## config.mk

```make
export PLATFORM = sky130hd
export DESIGN_NAME = hsv_fade_slot_engine_flat
export DESIGN_NICKNAME = d
export VERILOG_FILES = /design/src/hfse_pkg.sv /design/src/hfse_in_if.sv /design/src/hfse_out_if.sv /design/src/hfse_div.sv /design/src/hfse_datapath.sv /design/src/hfse_ctrl.sv /design/src/hsv_fade_slot_engine.sv /design/src/flat_wrapper.sv
export SDC_FILE = /design/constraint.sdc
export NUM_CORES = 2
export LEC_CHECK = 0
export BUFFER_PORTS_ARGS = -buffer_cell sky130_fd_sc_hd__buf_4
export CORE_MARGIN = 3
export CORE_UTILIZATION = 55
export DETAILED_ROUTE_END_ITERATION = 8
export MAX_ROUTING_LAYER = met4
export PLACE_DENSITY = 0.71
export SLEW_MARGIN = 20
export SYNTH_ARGS = -nofsm -noshare
export SYNTH_HDL_FRONTEND = slang
export SYNTH_SLANG_ARGS = --single-unit
export TNS_END_PERCENT = 5
```

## constraint.sdc

```tcl
create_clock -name clk_i -period 17.4 [get_ports clk_i]
set_input_delay 3.48 -clock clk_i [delete_from_list [all_inputs] [get_ports clk_i]]
set_output_delay 3.48 -clock clk_i [all_outputs]
set_load 0.01 [all_outputs]
```

## src/hfse_pkg.sv

```systemverilog
// ----------------------------------------------------------------------------
// hfse_pkg
// Shared types, constants and control words for the HSV fade slot engine.
// ----------------------------------------------------------------------------
`default_nettype none

package hfse_pkg;

  // slot table size
  localparam int NumSlots = 8;
  localparam int SlotW    = (NumSlots > 1) ? $clog2(NumSlots) : 1;

  // hue circle and blink timing
  localparam logic signed [12:0] HueHalf  = 13'sd768;
  localparam logic signed [12:0] HueFull  = 13'sd1536;
  localparam int                 BlinkBit = 5;

  // divider geometry: 16-bit count times 11-bit delta magnitude
  localparam int ProdW    = 27;
  localparam int DivSteps = ProdW;
  localparam int DivCntW  = $clog2(DivSteps);

  typedef enum logic [1:0] {
    OP_ADD   = 2'd0,
    OP_CLEAR = 2'd1,
    OP_TICK  = 2'd2,
    OP_NONE  = 2'd3
  } op_e;

  typedef enum logic [1:0] {
    MODE_DIRECT  = 2'd0,
    MODE_BLINK   = 2'd1,
    MODE_SMOOTH  = 2'd2,
    MODE_REVERSE = 2'd3
  } mode_e;

  typedef enum logic [1:0] {
    ACT_NONE     = 2'd0,
    ACT_REVERSE  = 2'd1,
    ACT_RETARGET = 2'd2,
    ACT_FILL     = 2'd3
  } act_e;

  // channel selector for the shared divider
  typedef enum logic [1:0] {
    CH_HUE = 2'd0,
    CH_SAT = 2'd1,
    CH_VAL = 2'd2,
    CH_UNUSED = 2'd3
  } chan_e;

  typedef struct packed {
    logic [10:0] hue;
    logic [7:0]  sat;
    logic [7:0]  val;
  } hsv_t;

  typedef struct packed {
    logic [1:0]  operation;
    logic [1:0]  fade_mode;
    logic [7:0]  position;
    logic [1:0]  target_kind;
    hsv_t        start_color;
    hsv_t        end_color;
    logic [15:0] steps;
  } in_word_t;

  typedef struct packed {
    logic [2:0]  slot_index;
    logic [7:0]  out_position;
    logic [1:0]  out_target_kind;
    logic [10:0] hue;
    logic [7:0]  saturation;
    logic [7:0]  brightness;
    logic        last;
  } out_word_t;

  // controller to datapath
  typedef struct packed {
    logic latch_in;
    logic find;
    logic apply;
    logic tick_start;
    logic next_slot;
    logic div_start;
    logic div_capture;
    logic emit;
  } ctrl_cmd_t;

  // datapath to controller
  typedef struct packed {
    logic [1:0] op;
    logic       slot_active;
    logic       slot_smooth;
    logic       ptr_last;
    logic       div_done;
    logic       sel_last;
    logic       out_free;
  } dp_status_t;

endpackage

`default_nettype wire

```

## src/hfse_in_if.sv

```systemverilog
// ----------------------------------------------------------------------------
// hfse_in_if
// Input channel: valid/ready handshake with one fade command word.
// ----------------------------------------------------------------------------
`default_nettype none

interface hfse_in_if;
  logic        valid;
  logic        ready;
  logic [1:0]  operation;
  logic [1:0]  fade_mode;
  logic [7:0]  position;
  logic [1:0]  target_kind;
  logic [10:0] start_hue;
  logic [7:0]  start_sat;
  logic [7:0]  start_val;
  logic [10:0] end_hue;
  logic [7:0]  end_sat;
  logic [7:0]  end_val;
  logic [15:0] steps;

  modport source (
    output valid, operation, fade_mode, position, target_kind,
    output start_hue, start_sat, start_val, end_hue, end_sat, end_val, steps,
    input  ready
  );
  modport sink (
    input  valid, operation, fade_mode, position, target_kind,
    input  start_hue, start_sat, start_val, end_hue, end_sat, end_val, steps,
    output ready
  );
endinterface

`default_nettype wire

```

## src/hfse_out_if.sv

```systemverilog
// ----------------------------------------------------------------------------
// hfse_out_if
// Output channel: valid/ready handshake with one slot color word.
// ----------------------------------------------------------------------------
`default_nettype none

interface hfse_out_if;
  logic        valid;
  logic        ready;
  logic [2:0]  slot_index;
  logic [7:0]  out_position;
  logic [1:0]  out_target_kind;
  logic [10:0] hue;
  logic [7:0]  saturation;
  logic [7:0]  brightness;
  logic        last;

  modport source (
    output valid, slot_index, out_position, out_target_kind,
    output hue, saturation, brightness, last,
    input  ready
  );
  modport sink (
    input  valid, slot_index, out_position, out_target_kind,
    input  hue, saturation, brightness, last,
    output ready
  );
endinterface

`default_nettype wire

```

## src/hfse_div.sv

```systemverilog
// ----------------------------------------------------------------------------
// hfse_div
// Restoring unsigned divider, one quotient bit per cycle.
// ----------------------------------------------------------------------------
`default_nettype none

module hfse_div (
  input  wire logic                      clk_i,
  input  wire logic                      rst_ni,
  input  wire logic                      start_i,
  input  wire logic [hfse_pkg::ProdW-1:0] dividend_i,
  input  wire logic [15:0]               divisor_i,
  output logic                           done_o,
  output logic [hfse_pkg::ProdW-1:0]     quotient_o
);
  import hfse_pkg::*;

  logic               busy_q, busy_d;
  logic               done_q, done_d;
  logic [DivCntW-1:0] cnt_q, cnt_d;
  logic [15:0]        rem_q, rem_d;
  logic [ProdW-1:0]   quo_q, quo_d;
  logic [15:0]        dsr_q, dsr_d;
  logic [16:0]        shifted;
  logic [16:0]        trial;

  // one restoring step
  always_comb begin
    shifted = {rem_q, quo_q[ProdW-1]};
    trial   = shifted - {1'b0, dsr_q};
    busy_d  = busy_q;
    done_d  = 1'b0;
    cnt_d   = cnt_q;
    rem_d   = rem_q;
    quo_d   = quo_q;
    dsr_d   = dsr_q;
    if (start_i) begin
      busy_d = 1'b1;
      cnt_d  = '0;
      rem_d  = '0;
      quo_d  = dividend_i;
      dsr_d  = divisor_i;
    end else if (busy_q) begin
      if (shifted >= {1'b0, dsr_q}) begin
        rem_d = trial[15:0];
        quo_d = {quo_q[ProdW-2:0], 1'b1};
      end else begin
        rem_d = shifted[15:0];
        quo_d = {quo_q[ProdW-2:0], 1'b0};
      end
      if (cnt_q == DivCntW'(DivSteps - 1)) begin
        busy_d = 1'b0;
        done_d = 1'b1;
      end else begin
        cnt_d = cnt_q + 1'b1;
      end
    end
  end

  always_ff @(posedge clk_i or negedge rst_ni) begin
    if (!rst_ni) begin
      busy_q <= 1'b0;
      done_q <= 1'b0;
      cnt_q  <= '0;
    end else begin
      busy_q <= busy_d;
      done_q <= done_d;
      cnt_q  <= cnt_d;
    end
  end

  // operand registers
  always_ff @(posedge clk_i) begin
    rem_q <= rem_d;
    quo_q <= quo_d;
    dsr_q <= dsr_d;
  end

  assign done_o     = done_q;
  assign quotient_o = quo_q;

endmodule

`default_nettype wire

```

## src/hfse_datapath.sv

```systemverilog
// ----------------------------------------------------------------------------
// hfse_datapath
// Slot table, add search, color computation and output word register.
// ----------------------------------------------------------------------------
`default_nettype none

module hfse_datapath (
  input  wire logic                   clk_i,
  input  wire logic                   rst_ni,
  input  wire hfse_pkg::in_word_t     in_word_i,
  input  wire hfse_pkg::ctrl_cmd_t    cmd_i,
  output hfse_pkg::dp_status_t        status_o,
  output hfse_pkg::out_word_t         out_word_o,
  output logic                        out_valid_o,
  input  wire logic                   out_ready_i
);
  import hfse_pkg::*;

  // slot table
  logic [1:0]  mode_q [NumSlots];
  logic [7:0]  pos_q  [NumSlots];
  logic [1:0]  kind_q [NumSlots];
  hsv_t        cur_q  [NumSlots];
  hsv_t        from_q [NumSlots];
  hsv_t        to_q   [NumSlots];
  logic [15:0] len_q  [NumSlots];
  logic [15:0] cnt_q  [NumSlots];

  in_word_t         in_q;
  logic [SlotW-1:0] ptr_q;
  act_e             act_q;
  chan_e            sel_q;
  logic             neg_q;
  hsv_t             last_c_q;
  hsv_t             smooth_q;
  out_word_t        out_q;
  logic             out_valid_q;

  // per-slot flags
  logic [NumSlots-1:0] running;
  logic [NumSlots-1:0] active;
  logic [NumSlots-1:0] match;

  always_comb begin
    for (int k = 0; k < NumSlots; k++) begin
      running[k] = (cnt_q[k] != len_q[k]);
      active[k]  = (cnt_q[k] < len_q[k]);
      match[k]   = (pos_q[k] == in_q.position) && (kind_q[k] == in_q.target_kind);
    end
  end

  // add search: reverse mode reverses the first match; else retarget running match, else fill
  logic             found;
  logic [SlotW-1:0] find_idx;
  act_e             find_act;

  always_comb begin
    found    = 1'b0;
    find_idx = '0;
    find_act = ACT_NONE;
    if (mode_e'(in_q.fade_mode) == MODE_REVERSE) begin
      for (int k = 0; k < NumSlots; k++) begin
        if (!found && match[k]) begin
          found    = 1'b1;
          find_idx = SlotW'(k);
          find_act = ACT_REVERSE;
        end
      end
    end else begin
      for (int k = 0; k < NumSlots; k++) begin
        if (!found && match[k] && running[k]) begin
          found    = 1'b1;
          find_idx = SlotW'(k);
          find_act = ACT_RETARGET;
        end
      end
      for (int k = 0; k < NumSlots; k++) begin
        if (!found && !running[k]) begin
          found    = 1'b1;
          find_idx = SlotW'(k);
          find_act = ACT_FILL;
        end
      end
    end
  end

  // current slot view
  hsv_t        f_c, t_c;
  logic [15:0] cnt_c, len_c;
  assign f_c   = from_q[ptr_q];
  assign t_c   = to_q[ptr_q];
  assign cnt_c = cnt_q[ptr_q];
  assign len_c = len_q[ptr_q];

  // divider operands for the selected channel
  logic signed [11:0] delta;
  logic        [11:0] mag;
  logic [ProdW-1:0]   prod;

  always_comb begin
    case (sel_q)
      CH_HUE: begin
        delta = $signed({1'b0, t_c.hue}) - $signed({1'b0, f_c.hue});
        if (delta > 12'(HueHalf)) begin
          delta = delta - 12'(HueFull);
        end else if (delta < -12'(HueHalf)) begin
          delta = delta + 12'(HueFull);
        end
      end
      CH_SAT:  delta = $signed({4'b0, t_c.sat}) - $signed({4'b0, f_c.sat});
      CH_VAL:  delta = $signed({4'b0, t_c.val}) - $signed({4'b0, f_c.val});
      default: delta = '0;
    endcase
    mag  = delta[11] ? 12'(-delta) : 12'(delta);
    prod = ProdW'(cnt_c * mag[10:0]);
  end

  logic             div_done;
  logic [ProdW-1:0] div_quo;

  hfse_div u_div (
    .clk_i      (clk_i),
    .rst_ni     (rst_ni),
    .start_i    (cmd_i.div_start),
    .dividend_i (prod),
    .divisor_i  (len_c),
    .done_o     (div_done),
    .quotient_o (div_quo)
  );

  // signed quotient and channel sums
  logic signed [12:0] q_s;
  logic signed [12:0] hv;

  always_comb begin
    q_s = neg_q ? -$signed({1'b0, div_quo[11:0]}) : $signed({1'b0, div_quo[11:0]});
    hv  = $signed({2'b0, f_c.hue}) + q_s;
    if (hv < 13'sd0) begin
      hv = hv + HueFull;
    end else if (hv >= HueFull) begin
      hv = hv - HueFull;
    end
  end

  // color of the current slot for this tick
  hsv_t emit_c;
  always_comb begin
    case (mode_e'(mode_q[ptr_q]))
      MODE_DIRECT:  emit_c = (cnt_c < (len_c >> 1)) ? f_c : t_c;
      MODE_BLINK:   emit_c = cnt_c[BlinkBit] ? t_c : f_c;
      MODE_SMOOTH:  emit_c = smooth_q;
      default:      emit_c = last_c_q;
    endcase
  end

  // any later slot still to report in this tick
  logic later;
  always_comb begin
    later = 1'b0;
    for (int k = 0; k < NumSlots; k++) begin
      if (SlotW'(k) > ptr_q && active[k]) later = 1'b1;
    end
  end

  logic out_free;
  assign out_free = !out_valid_q || out_ready_i;

  // slot table update
  always_ff @(posedge clk_i or negedge rst_ni) begin
    if (!rst_ni) begin
      for (int k = 0; k < NumSlots; k++) begin
        mode_q[k] <= '0;
        pos_q[k]  <= '0;
        kind_q[k] <= '0;
        cur_q[k]  <= '0;
        from_q[k] <= '0;
        to_q[k]   <= '0;
        len_q[k]  <= '0;
        cnt_q[k]  <= '0;
      end
    end else begin
      if (cmd_i.apply) begin
        if (op_e'(in_q.operation) == OP_CLEAR) begin
          for (int k = 0; k < NumSlots; k++) cnt_q[k] <= len_q[k];
        end else begin
          case (act_q)
            ACT_REVERSE: begin
              cur_q[ptr_q]  <= to_q[ptr_q];
              to_q[ptr_q]   <= from_q[ptr_q];
              from_q[ptr_q] <= to_q[ptr_q];
              cnt_q[ptr_q]  <= '0;
            end
            ACT_RETARGET: begin
              mode_q[ptr_q] <= in_q.fade_mode;
              from_q[ptr_q] <= cur_q[ptr_q];
              to_q[ptr_q]   <= in_q.end_color;
              len_q[ptr_q]  <= in_q.steps;
              cnt_q[ptr_q]  <= '0;
            end
            ACT_FILL: begin
              mode_q[ptr_q] <= in_q.fade_mode;
              pos_q[ptr_q]  <= in_q.position;
              kind_q[ptr_q] <= in_q.target_kind;
              cur_q[ptr_q]  <= in_q.start_color;
              from_q[ptr_q] <= in_q.start_color;
              to_q[ptr_q]   <= in_q.end_color;
              len_q[ptr_q]  <= in_q.steps;
              cnt_q[ptr_q]  <= '0;
            end
            default: ;
          endcase
        end
      end else if (cmd_i.emit) begin
        cur_q[ptr_q] <= emit_c;
        cnt_q[ptr_q] <= cnt_c + 16'd1;
      end
    end
  end

  // walk and output control
  always_ff @(posedge clk_i or negedge rst_ni) begin
    if (!rst_ni) begin
      ptr_q       <= '0;
      act_q       <= ACT_NONE;
      sel_q       <= CH_HUE;
      last_c_q    <= '0;
      out_valid_q <= 1'b0;
    end else begin
      if (cmd_i.find) begin
        ptr_q <= find_idx;
        act_q <= find_act;
      end
      if (cmd_i.tick_start) begin
        ptr_q    <= '0;
        sel_q    <= CH_HUE;
        last_c_q <= '0;
      end
      if (cmd_i.next_slot) begin
        ptr_q <= ptr_q + 1'b1;
        sel_q <= CH_HUE;
      end
      if (cmd_i.div_capture) begin
        sel_q <= chan_e'(sel_q + 2'd1);
      end
      if (cmd_i.emit) begin
        last_c_q    <= emit_c;
        out_valid_q <= 1'b1;
      end else if (out_ready_i) begin
        out_valid_q <= 1'b0;
      end
    end
  end

  // payload registers
  always_ff @(posedge clk_i) begin
    if (cmd_i.latch_in) in_q <= in_word_i;
    if (cmd_i.div_start) neg_q <= delta[11];
    if (cmd_i.div_capture) begin
      case (sel_q)
        CH_HUE:  smooth_q.hue <= hv[10:0];
        CH_SAT:  smooth_q.sat <= f_c.sat + q_s[7:0];
        CH_VAL:  smooth_q.val <= f_c.val + q_s[7:0];
        default: ;
      endcase
    end
    if (cmd_i.emit) begin
      out_q.slot_index      <= 3'(ptr_q);
      out_q.out_position    <= pos_q[ptr_q];
      out_q.out_target_kind <= kind_q[ptr_q];
      out_q.hue             <= emit_c.hue;
      out_q.saturation      <= emit_c.sat;
      out_q.brightness      <= emit_c.val;
      out_q.last            <= !later;
    end
  end

  assign status_o.op          = in_q.operation;
  assign status_o.slot_active = active[ptr_q];
  assign status_o.slot_smooth = (mode_e'(mode_q[ptr_q]) == MODE_SMOOTH);
  assign status_o.ptr_last    = (ptr_q == SlotW'(NumSlots - 1));
  assign status_o.div_done    = div_done;
  assign status_o.sel_last    = (sel_q == CH_VAL);
  assign status_o.out_free    = out_free;

  assign out_word_o  = out_q;
  assign out_valid_o = out_valid_q;

endmodule

`default_nettype wire

```

## src/hfse_ctrl.sv

```systemverilog
// ----------------------------------------------------------------------------
// hfse_ctrl
// Sequencer: decodes a command word and walks the slots on a tick.
// ----------------------------------------------------------------------------
`default_nettype none

module hfse_ctrl (
  input  wire logic                  clk_i,
  input  wire logic                  rst_ni,
  input  wire logic                  in_valid_i,
  output logic                       in_ready_o,
  input  wire hfse_pkg::dp_status_t  status_i,
  output hfse_pkg::ctrl_cmd_t        cmd_o
);
  import hfse_pkg::*;

  typedef enum logic [7:0] {
    ST_IDLE      = 8'b0000_0001,
    ST_DISPATCH  = 8'b0000_0010,
    ST_FIND      = 8'b0000_0100,
    ST_APPLY     = 8'b0000_1000,
    ST_SCAN      = 8'b0001_0000,
    ST_DIV_START = 8'b0010_0000,
    ST_DIV_WAIT  = 8'b0100_0000,
    ST_EMIT      = 8'b1000_0000
  } state_e;

  state_e state_q, state_d;

  // next state and commands
  always_comb begin
    state_d    = state_q;
    cmd_o      = '0;
    in_ready_o = 1'b0;
    case (state_q)
      ST_IDLE: begin
        in_ready_o = 1'b1;
        if (in_valid_i) begin
          cmd_o.latch_in = 1'b1;
          state_d        = ST_DISPATCH;
        end
      end
      ST_DISPATCH: begin
        case (op_e'(status_i.op))
          OP_ADD:   state_d = ST_FIND;
          OP_CLEAR: state_d = ST_APPLY;
          OP_TICK: begin
            cmd_o.tick_start = 1'b1;
            state_d          = ST_SCAN;
          end
          default:  state_d = ST_IDLE;
        endcase
      end
      ST_FIND: begin
        cmd_o.find = 1'b1;
        state_d    = ST_APPLY;
      end
      ST_APPLY: begin
        cmd_o.apply = 1'b1;
        state_d     = ST_IDLE;
      end
      ST_SCAN: begin
        if (status_i.slot_active) begin
          state_d = status_i.slot_smooth ? ST_DIV_START : ST_EMIT;
        end else if (status_i.ptr_last) begin
          state_d = ST_IDLE;
        end else begin
          cmd_o.next_slot = 1'b1;
        end
      end
      ST_DIV_START: begin
        cmd_o.div_start = 1'b1;
        state_d         = ST_DIV_WAIT;
      end
      ST_DIV_WAIT: begin
        if (status_i.div_done) begin
          cmd_o.div_capture = 1'b1;
          state_d           = status_i.sel_last ? ST_EMIT : ST_DIV_START;
        end
      end
      ST_EMIT: begin
        if (status_i.out_free) begin
          cmd_o.emit = 1'b1;
          if (status_i.ptr_last) begin
            state_d = ST_IDLE;
          end else begin
            cmd_o.next_slot = 1'b1;
            state_d         = ST_SCAN;
          end
        end
      end
      default: state_d = ST_IDLE;
    endcase
  end

  always_ff @(posedge clk_i or negedge rst_ni) begin
    if (!rst_ni) begin
      state_q <= ST_IDLE;
    end else begin
      state_q <= state_d;
    end
  end

endmodule

`default_nettype wire

```

## src/hsv_fade_slot_engine.sv

```systemverilog
// ----------------------------------------------------------------------------
// hsv_fade_slot_engine
// Table of eight HSV fade slots: add, clear and tick words in, slot colors out.
// ----------------------------------------------------------------------------
// One word is taken at a time. Add words pass through dispatch, find and
// apply states; clear words through dispatch and apply. A tick word walks
// idle slots one per cycle; a direct or blink slot then goes to emit, and a
// smooth slot first runs the shared bit-serial divider three times (hue,
// saturation, value). Emit waits while the output is stalled. The last
// color word of a tick carries last set; a tick with no running slot gives no
// words. The output word is registered, so the next input word is taken while
// the final color of a tick waits to be read.
`default_nettype none

module hsv_fade_slot_engine (
  input  wire logic   clk_i,
  input  wire logic   rst_ni,
  hfse_in_if.sink     in_i,
  hfse_out_if.source  out_o
);
  import hfse_pkg::*;

  in_word_t   in_word;
  out_word_t  out_word;
  ctrl_cmd_t  cmd;
  dp_status_t status;
  logic       out_valid;

  // gather input fields
  assign in_word.operation       = in_i.operation;
  assign in_word.fade_mode       = in_i.fade_mode;
  assign in_word.position        = in_i.position;
  assign in_word.target_kind     = in_i.target_kind;
  assign in_word.start_color.hue = in_i.start_hue;
  assign in_word.start_color.sat = in_i.start_sat;
  assign in_word.start_color.val = in_i.start_val;
  assign in_word.end_color.hue   = in_i.end_hue;
  assign in_word.end_color.sat   = in_i.end_sat;
  assign in_word.end_color.val   = in_i.end_val;
  assign in_word.steps           = in_i.steps;

  hfse_ctrl u_ctrl (
    .clk_i      (clk_i),
    .rst_ni     (rst_ni),
    .in_valid_i (in_i.valid),
    .in_ready_o (in_i.ready),
    .status_i   (status),
    .cmd_o      (cmd)
  );

  hfse_datapath u_dp (
    .clk_i       (clk_i),
    .rst_ni      (rst_ni),
    .in_word_i   (in_word),
    .cmd_i       (cmd),
    .status_o    (status),
    .out_word_o  (out_word),
    .out_valid_o (out_valid),
    .out_ready_i (out_o.ready)
  );

  // drive output channel
  assign out_o.valid           = out_valid;
  assign out_o.slot_index      = out_word.slot_index;
  assign out_o.out_position    = out_word.out_position;
  assign out_o.out_target_kind = out_word.out_target_kind;
  assign out_o.hue             = out_word.hue;
  assign out_o.saturation      = out_word.saturation;
  assign out_o.brightness      = out_word.brightness;
  assign out_o.last            = out_word.last;

endmodule

`default_nettype wire
```

## src/flat_wrapper.sv

```systemverilog
// flat-port wrapper written by rule: the top's interface ports become plain ports
module hsv_fade_slot_engine_flat import hfse_pkg::*;
  (clk_i, rst_ni, in_i_valid, in_i_operation, in_i_fade_mode, in_i_position, in_i_target_kind, in_i_start_hue, in_i_start_sat, in_i_start_val, in_i_end_hue, in_i_end_sat, in_i_end_val, in_i_steps, in_i_ready, out_o_valid, out_o_slot_index, out_o_out_position, out_o_out_target_kind, out_o_hue, out_o_saturation, out_o_brightness, out_o_last, out_o_ready);
  hfse_in_if in_i_i ();
  hfse_out_if out_o_i ();
  input  wire logic clk_i;
  input  wire logic rst_ni;
  input wire logic [$bits(in_i_i.valid)-1:0] in_i_valid;
  input wire logic [$bits(in_i_i.operation)-1:0] in_i_operation;
  input wire logic [$bits(in_i_i.fade_mode)-1:0] in_i_fade_mode;
  input wire logic [$bits(in_i_i.position)-1:0] in_i_position;
  input wire logic [$bits(in_i_i.target_kind)-1:0] in_i_target_kind;
  input wire logic [$bits(in_i_i.start_hue)-1:0] in_i_start_hue;
  input wire logic [$bits(in_i_i.start_sat)-1:0] in_i_start_sat;
  input wire logic [$bits(in_i_i.start_val)-1:0] in_i_start_val;
  input wire logic [$bits(in_i_i.end_hue)-1:0] in_i_end_hue;
  input wire logic [$bits(in_i_i.end_sat)-1:0] in_i_end_sat;
  input wire logic [$bits(in_i_i.end_val)-1:0] in_i_end_val;
  input wire logic [$bits(in_i_i.steps)-1:0] in_i_steps;
  output wire logic [$bits(in_i_i.ready)-1:0] in_i_ready;
  output wire logic [$bits(out_o_i.valid)-1:0] out_o_valid;
  output wire logic [$bits(out_o_i.slot_index)-1:0] out_o_slot_index;
  output wire logic [$bits(out_o_i.out_position)-1:0] out_o_out_position;
  output wire logic [$bits(out_o_i.out_target_kind)-1:0] out_o_out_target_kind;
  output wire logic [$bits(out_o_i.hue)-1:0] out_o_hue;
  output wire logic [$bits(out_o_i.saturation)-1:0] out_o_saturation;
  output wire logic [$bits(out_o_i.brightness)-1:0] out_o_brightness;
  output wire logic [$bits(out_o_i.last)-1:0] out_o_last;
  input wire logic [$bits(out_o_i.ready)-1:0] out_o_ready;
  assign in_i_i.valid = in_i_valid;
  assign in_i_i.operation = in_i_operation;
  assign in_i_i.fade_mode = in_i_fade_mode;
  assign in_i_i.position = in_i_position;
  assign in_i_i.target_kind = in_i_target_kind;
  assign in_i_i.start_hue = in_i_start_hue;
  assign in_i_i.start_sat = in_i_start_sat;
  assign in_i_i.start_val = in_i_start_val;
  assign in_i_i.end_hue = in_i_end_hue;
  assign in_i_i.end_sat = in_i_end_sat;
  assign in_i_i.end_val = in_i_end_val;
  assign in_i_i.steps = in_i_steps;
  assign in_i_ready = in_i_i.ready;
  assign out_o_valid = out_o_i.valid;
  assign out_o_slot_index = out_o_i.slot_index;
  assign out_o_out_position = out_o_i.out_position;
  assign out_o_out_target_kind = out_o_i.out_target_kind;
  assign out_o_hue = out_o_i.hue;
  assign out_o_saturation = out_o_i.saturation;
  assign out_o_brightness = out_o_i.brightness;
  assign out_o_last = out_o_i.last;
  assign out_o_i.ready = out_o_ready;
  hsv_fade_slot_engine u_core (.clk_i(clk_i), .rst_ni(rst_ni), .in_i(in_i_i), .out_o(out_o_i));
endmodule
```

# After elaboration in Yosys (flattened, before gate mapping)
# Index checks and enable logic that the tools add are counted.
# word_totals
in_bits	88
wordCells	567
output_inout_bits	43
reg_bits	1262
# op_classes
n_reduce_logical	104
mux	216
n_eq_ne	52
n_mul	1
n_lt_le_gt_ge	25
n_bitwise	4
addsub	17
# op_table
operator	count
bitwise mux 216 bit	8
case mux 216 bit (2 select lines)	2
two-way mux 216 bit	3
case mux 216 bit (3 select lines)	1
two-way mux 128 bit	4
two-way mux 27 bit	13
bitwise mux 128 bit	2
binary-select mux 27 bit (select 3 bit)	3
AND 128 bit	1
less-than comparator 16 bit	8
!= test 16 bit	8
inverter 128 bit	1
binary-select mux 16 bit (select 3 bit)	2
two-way mux 16 bit	6
demux 27 bit (select 3 bit)	1
case mux 27 bit (3 select lines)	1
two-way mux 1 bit	80
two-way mux 8 bit	10
two-way mux 3 bit	24
bitwise mux 64 bit	1
equality test 8 bit	8
two-way mux 2 bit	32
case mux 8 bit (7 select lines)	1
demux 16 bit (select 3 bit)	1
other kinds (71)	198

# Logic depth before layout (Yosys ltp)
# logic_depth
ltp_word	75
ltp_mapped	46
depth_no_buf	40

# Cells and area by module
# From an unflattened synthesis, not the netlist that was laid out.
# unflattened
hier_cells	7657
area_unflattened_um2	73817.0
# modules_own_cells
module	seq_area_each_um2	n_inst	area_each_um2	cells_each
hfse_datapath	30494.2	1	69681.8	7266
hfse_div	1786.7	1	3497.1	318
hfse_ctrl	201.4	1	638.1	73

# Least setup slack after synthesis
# OpenSTA, ideal clock, no wires.
# synth_timing
kind	reg2reg
start	reg u_core.u_dp.ptr_q[0]
end	reg u_core.u_dp.u_div.quo_q[25], in the netlist u_core.u_dp.u_div.quotient_o[25] (data pin)
path_stages_with_launch	45
path_buffers	6
period_less_slack_ns	9.927
setup_slack_ns	7.473
t_arrival_ns	9.662
required_ns	17.135
setup_time_ns	0.265
path_cell_list	dfrtp_1 > buf_4 > buf_4 > buf_4 > nand2_1 > nor2_1 > buf_2 > buf_2 > a22oi_1 > nand3_1 > nor2_1 > ha_1 > inv_1 > fa_1 > a21o_1 > a211oi_2 > a21oi_1 > or4_1 > [... 9 more ...] > fa_1 > inv_1 > fa_1 > inv_1 > fa_1 > inv_1 > fa_1 > inv_1 > ha_1 > or4_1 > o221ai_1 > a21oi_1 > o211ai_1 > a21o_1 > a41oi_1 > o41ai_1 > xor2_1 > o21ai_0
# synth_via
elab_chain_len	13
elab_cells_between_ends	24
cone_classes	add/sub: 6; mul: 1; order compare: 2; mux: 14; bitwise: 1
# synth_rtl
element	line	source
start: declaration	hfse_datapath.sv:30	logic [SlotW-1:0] ptr_q;
start signal: assignment	hfse_datapath.sv:230	ptr_q <= find_idx;
start signal: assignment	hfse_datapath.sv:239	ptr_q <= ptr_q + 1'b1;
inverter 3 -> 4 bit (not written as such) (*)	hfse_datapath.sv:90, hfse_datapath.sv:91, hfse_datapath.sv:92	
binary-select mux 27 bit (select 3 bit), on equally long branches	hfse_datapath.sv:91, hfse_datapath.sv:90	
two-way mux 27 bit, on equally long branches (2 in a row)	hfse_datapath.sv:91, hfse_datapath.sv:90	
subtractor 11 x 11 -> 12 bit	hfse_datapath.sv:103	delta = $signed({1'b0, t_c.hue}) - $signed({1'b0, f_c.hue});
adder 12 bit / less-than comparator 12 x 11 -> 1 bit (equally long branches)	hfse_datapath.sv:107, hfse_datapath.sv:106	
two-way mux 12 bit	hfse_datapath.sv:106	end else if (delta < -12'(HueHalf)) begin
two-way mux 12 bit	hfse_datapath.sv:104	if (delta > 12'(HueHalf)) begin
case mux 12 bit (3 select lines)	hfse_datapath.sv:101	case (sel_q)
negator 11 bit	hfse_datapath.sv:114	mag = delta[11] ? 12'(-delta) : 12'(delta);
two-way mux 11 bit	hfse_datapath.sv:114	
multiplier 16 x 11 -> 27 bit (*)	hfse_datapath.sv:115	prod = ProdW'(cnt_c * mag[10:0]);
two-way mux 27 bit (*)	hfse_div.sv:37	if (start_i) begin
via u_core.u_dp.u_div.quo_d[25]	hfse_div.sv:22	logic [ProdW-1:0] quo_q, quo_d;
end signal: assignment	hfse_div.sv:75	quo_q <= quo_d;
end: declaration	hfse_div.sv:22	
# Mark *: on every way through the listed nets, which the timed path passes. The rest lies on a longest branch. The select of a mux whose other input is x is not followed.
# A chain may end at the register's enable or synchronous reset.

# Worst setup path after layout
# layout_timing
start	reg u_core.u_dp.ptr_q[1]
end	reg u_core.u_dp.u_div.quo_q[25], in the netlist u_core.u_dp.u_div.quotient_o[25] (data pin)
# Same word-level chain as after synthesis.

==> metrics <==
total routed wirelength=286100 um; layout cell share with drive strength beyond 1=0.1245; post-synth cell types=101; Sequential Power Share=0.332; vias in the first global route=between 60000 and 70000; Setup Crit Path Kind=register to register; r2r setup slk=around 4800 ps; Comb pwr share=0.349; DR WL/cell=slightly above 30 um; Fillers=approximately 11000; DRC=16; # port buffers=130; fin util=0.6160; Rows=~130; CTS Buffer Depth=3; Post-DRT Antenna Nets=0; largest net degree at the start of global routing=between 150 and 200; clk root buf=clkbuf_16; Crit path required time=about 18000 ps; setup tns final=0 ps; Crit path arrival time=about 13000 ps; Primary FF master, synth=dfrtp_1; crit share post-route=0.7245; Nets=8023; status=complete, but fails checks; worst vdd ir=0.1166 mV; later-pin clock latency in the skew report=830 ps; largest fanout on the critical path=52; Slew @ Worst Pin=1237 ps; NetSw=4.093 mW; # H-tree levels=4; Core Box Area=between 100000 and 150000 um^2; Mapped Nets=8082; CTS tree=done; Worst path max stage delay=770 ps; RSZ-0062 raised after global routing=no; Via Count=63100; num ports=around 130; Clk pin slew, worst setup/hold paths=about 60 ps; Setup Buffers After CTS=0; mapped cell area=72170 um^2; Max Slew Vio Count=0; number of synthesized register bits=around 1300; Yosys warning count=0; antenna violations before repair=8; Tmin final=12610 ps; most frequent cells in the layout=1044 x dfrtp_1, 985 x nand2_1, 709 x o21ai_0; first-pass GRT wire length=approximately 420000 um; f_max=79.33 MHz; Hold Crit Class=register to register; dpl hpwl=197500 um; Seq/Total Area, Yosys=0.4501; Sw Share=0.4133; failing checks=DRC; power density over the cells=123.8 nW/um^2; final setup fails=0; CTS buffer count=143; 1st-iter DRT viols=8746; most common cell after layout, fill and taps aside=dfrtp_1; P&R area growth vs syn=10.80%; Hold Crit Depth=2; CP max-delay cell=and3b_4; Clk pwr share=0.319; post-cts resize count=0; max cap viols=0; Clock Skew=63.60 ps; Mapped Cells=about 7600; Rel. slew slack=0.1692; Starting Density=0.5559; clk sink count=1262; Final Worst Setup Slack=4794 ps; Place WS=5048 ps; critical path capture point type=register; number of enable flip-flop cells after synthesis=a little under 200; Vias/cell=between 6 and 7; reg2reg path depth=38; # hold bufs at CTS=0; Final Hold Vio Count=0; Die H=368.2 um; crit start category=register; Die ar.=135600 um^2; Avg Cell Area, Syn=9.532 um^2; GRT Util Overall=0.4311; P_int=roughly 5.8 mW; Async SR Flop Fraction=0.8320; Leak=34.57 nW; chip width=368.2 um; Congestion Overflow GR=0; multi-input logic area=approximately 36000 um^2; Pre-Repair DR Iteration Count=9; FF/Latch Area=~32000 um^2; GP Congestion=1.042
==> worst max-delay path: cells and delay by family (launching register included) <==
family                     cells  cell delay, ps
DFF                            1             750
AOI/OAI and AO/OA             14            3260
buffers and inverters          8            1550
xor gates and xnor gates       2             880
and+or+nand+nor                5            2000
adders and majority gates      9            3770
==> sequential cells by signal (all words and copies together) (netlist names), 2 cells and up <==
name / flops
u_core.u_dp.cur_q: 216
u_core.u_dp.from_q: 216
u_core.u_dp.to_q: 216
u_core.u_dp.cnt_q: 128
u_core.u_dp.len_q: 128
u_core.u_dp.in_q: 82
u_core.u_dp.pos_q: 64
u_core.u_dp.out_word_o: 41
u_core.u_dp.last_c_q: 27
u_core.u_dp.smooth_q: 27
u_core.u_dp.u_div.quotient_o: 27
u_core.u_dp.kind_q: 16
u_core.u_dp.mode_q: 16
u_core.u_dp.u_div.dsr_q: 16
u_core.u_dp.u_div.rem_q: 16
u_core.u_ctrl.state_q: 8
u_core.u_dp.u_div.cnt_q: 5
u_core.u_dp.ptr_q: 3
u_core.u_dp.act_q: 2
u_core.u_dp.sel_q: 2
u_core.u_dp.status_o: 2
==> cells by family after synthesis <==
group,count (synthesis),share of synthesized area
DFF,1262,0.4501
buffers and inverters,932,0.05076
xor gates and xnor gates,181,0.02228
and+or+nand+nor,1955,0.1187
AOI/OAI and AO/OA,2417,0.2085
muxes,401,0.06255
adders and majority gates,423,0.08707
==> cells in the mapped netlist (all sizes together) (86+ instances only) <==
master  count  area (um^2)
nor2      453         1725
edfxtp    196         5886
nand2    1010         3791
mux2      267         3007
a31oi      86        544.3
dfrtp    1049        26250
inv       440         1652
o22ai      88        556.8
ha        291         3641
a21oi     660         3326
buf       151        732.0
fa        132         2643
clkbuf    341         1280
nand4      87        544.3
mux2i     121         1215
a22o      105        919.6
o21ai     756         3791
a22oi     256         1922
xnor2     117         1032
o31ai      94        705.7
==> final timing paths <==
check | start | to
worst max-delay path | u_core.u_dp.ptr_q[1]$_DFFE_PN0P_ | u_core.u_dp.u_div.quotient_o[25]$_DFFE_PP_
worst min-delay path | u_core.u_dp.from_q[65]$_DFFE_PN0P_ | u_core.u_dp.from_q[65]$_DFFE_PN0P_
worst max register to register | u_core.u_dp.ptr_q[1]$_DFFE_PN0P_ | u_core.u_dp.u_div.quotient_o[25]$_DFFE_PP_
worst min register to register | u_core.u_dp.from_q[65]$_DFFE_PN0P_ | u_core.u_dp.from_q[65]$_DFFE_PN0P_
max in group asynchronous | rst_ni | u_core.u_dp.last_c_q[3]$_DFFE_PN0P_
min in group asynchronous | rst_ni | u_core.u_dp.len_q[70]$_DFFE_PN0P_
==> metal layers <==
layer | GRT usage | up-vias | share of wire
li1 | - | 27030 | -
met1 | 0.5451 | 31130 | 0.38
met2 | 0.6291 | 3909 | 0.44
met3 | 0.07992 | 1030 | 0.096
met4 | 0.2986 | 0 | 0.086
met5 | - | - | 0
==> final cells by class <==
cell class              count  share of cell area
multi-input cells        5377              0.4548
flip-flops and latches   1262              0.4064
clock buffers             212             0.05206
repair buffers            288             0.02893
well taps                1742             0.02726
inverters                 440             0.02072
clock inverters            53            0.009623
diodes                      7           0.0002191
==> stage by stage <==
| stage | power (mW) | hold WS [ps] | instance area, um^2 | cells |
|---|---|---|---|---|
| after global routing | 10.16 | 491.0 | 79960 | 9380 |
| final | 9.904 | 477.3 | 79970 | 9381 |
| after CTS | 9.789 | 476.7 | 79880 | 9372 |
| after global placement | 6.632 | 456.4 | 74940 | 9107 |
| after floorplan | 5.136 | 444.4 | 72170 | 7571 |
| after detailed placement | 6.650 | 464.7 | 74940 | 9107 |
==> power by group through the flow <==
stage | Sequential [mW] | Combinational (mW) | Clock [mW]
after floorplan | 3.21 | 1.93 | 0
after global placement | 3.33 | 3.30 | 0
after detailed placement | 3.33 | 3.32 | 0
after CTS | 3.28 | 3.34 | 3.17
after global routing | 3.28 | 3.58 | 3.30
final | 3.28 | 3.46 | 3.16
Note: power is estimated with default switching activity, not from simulation.
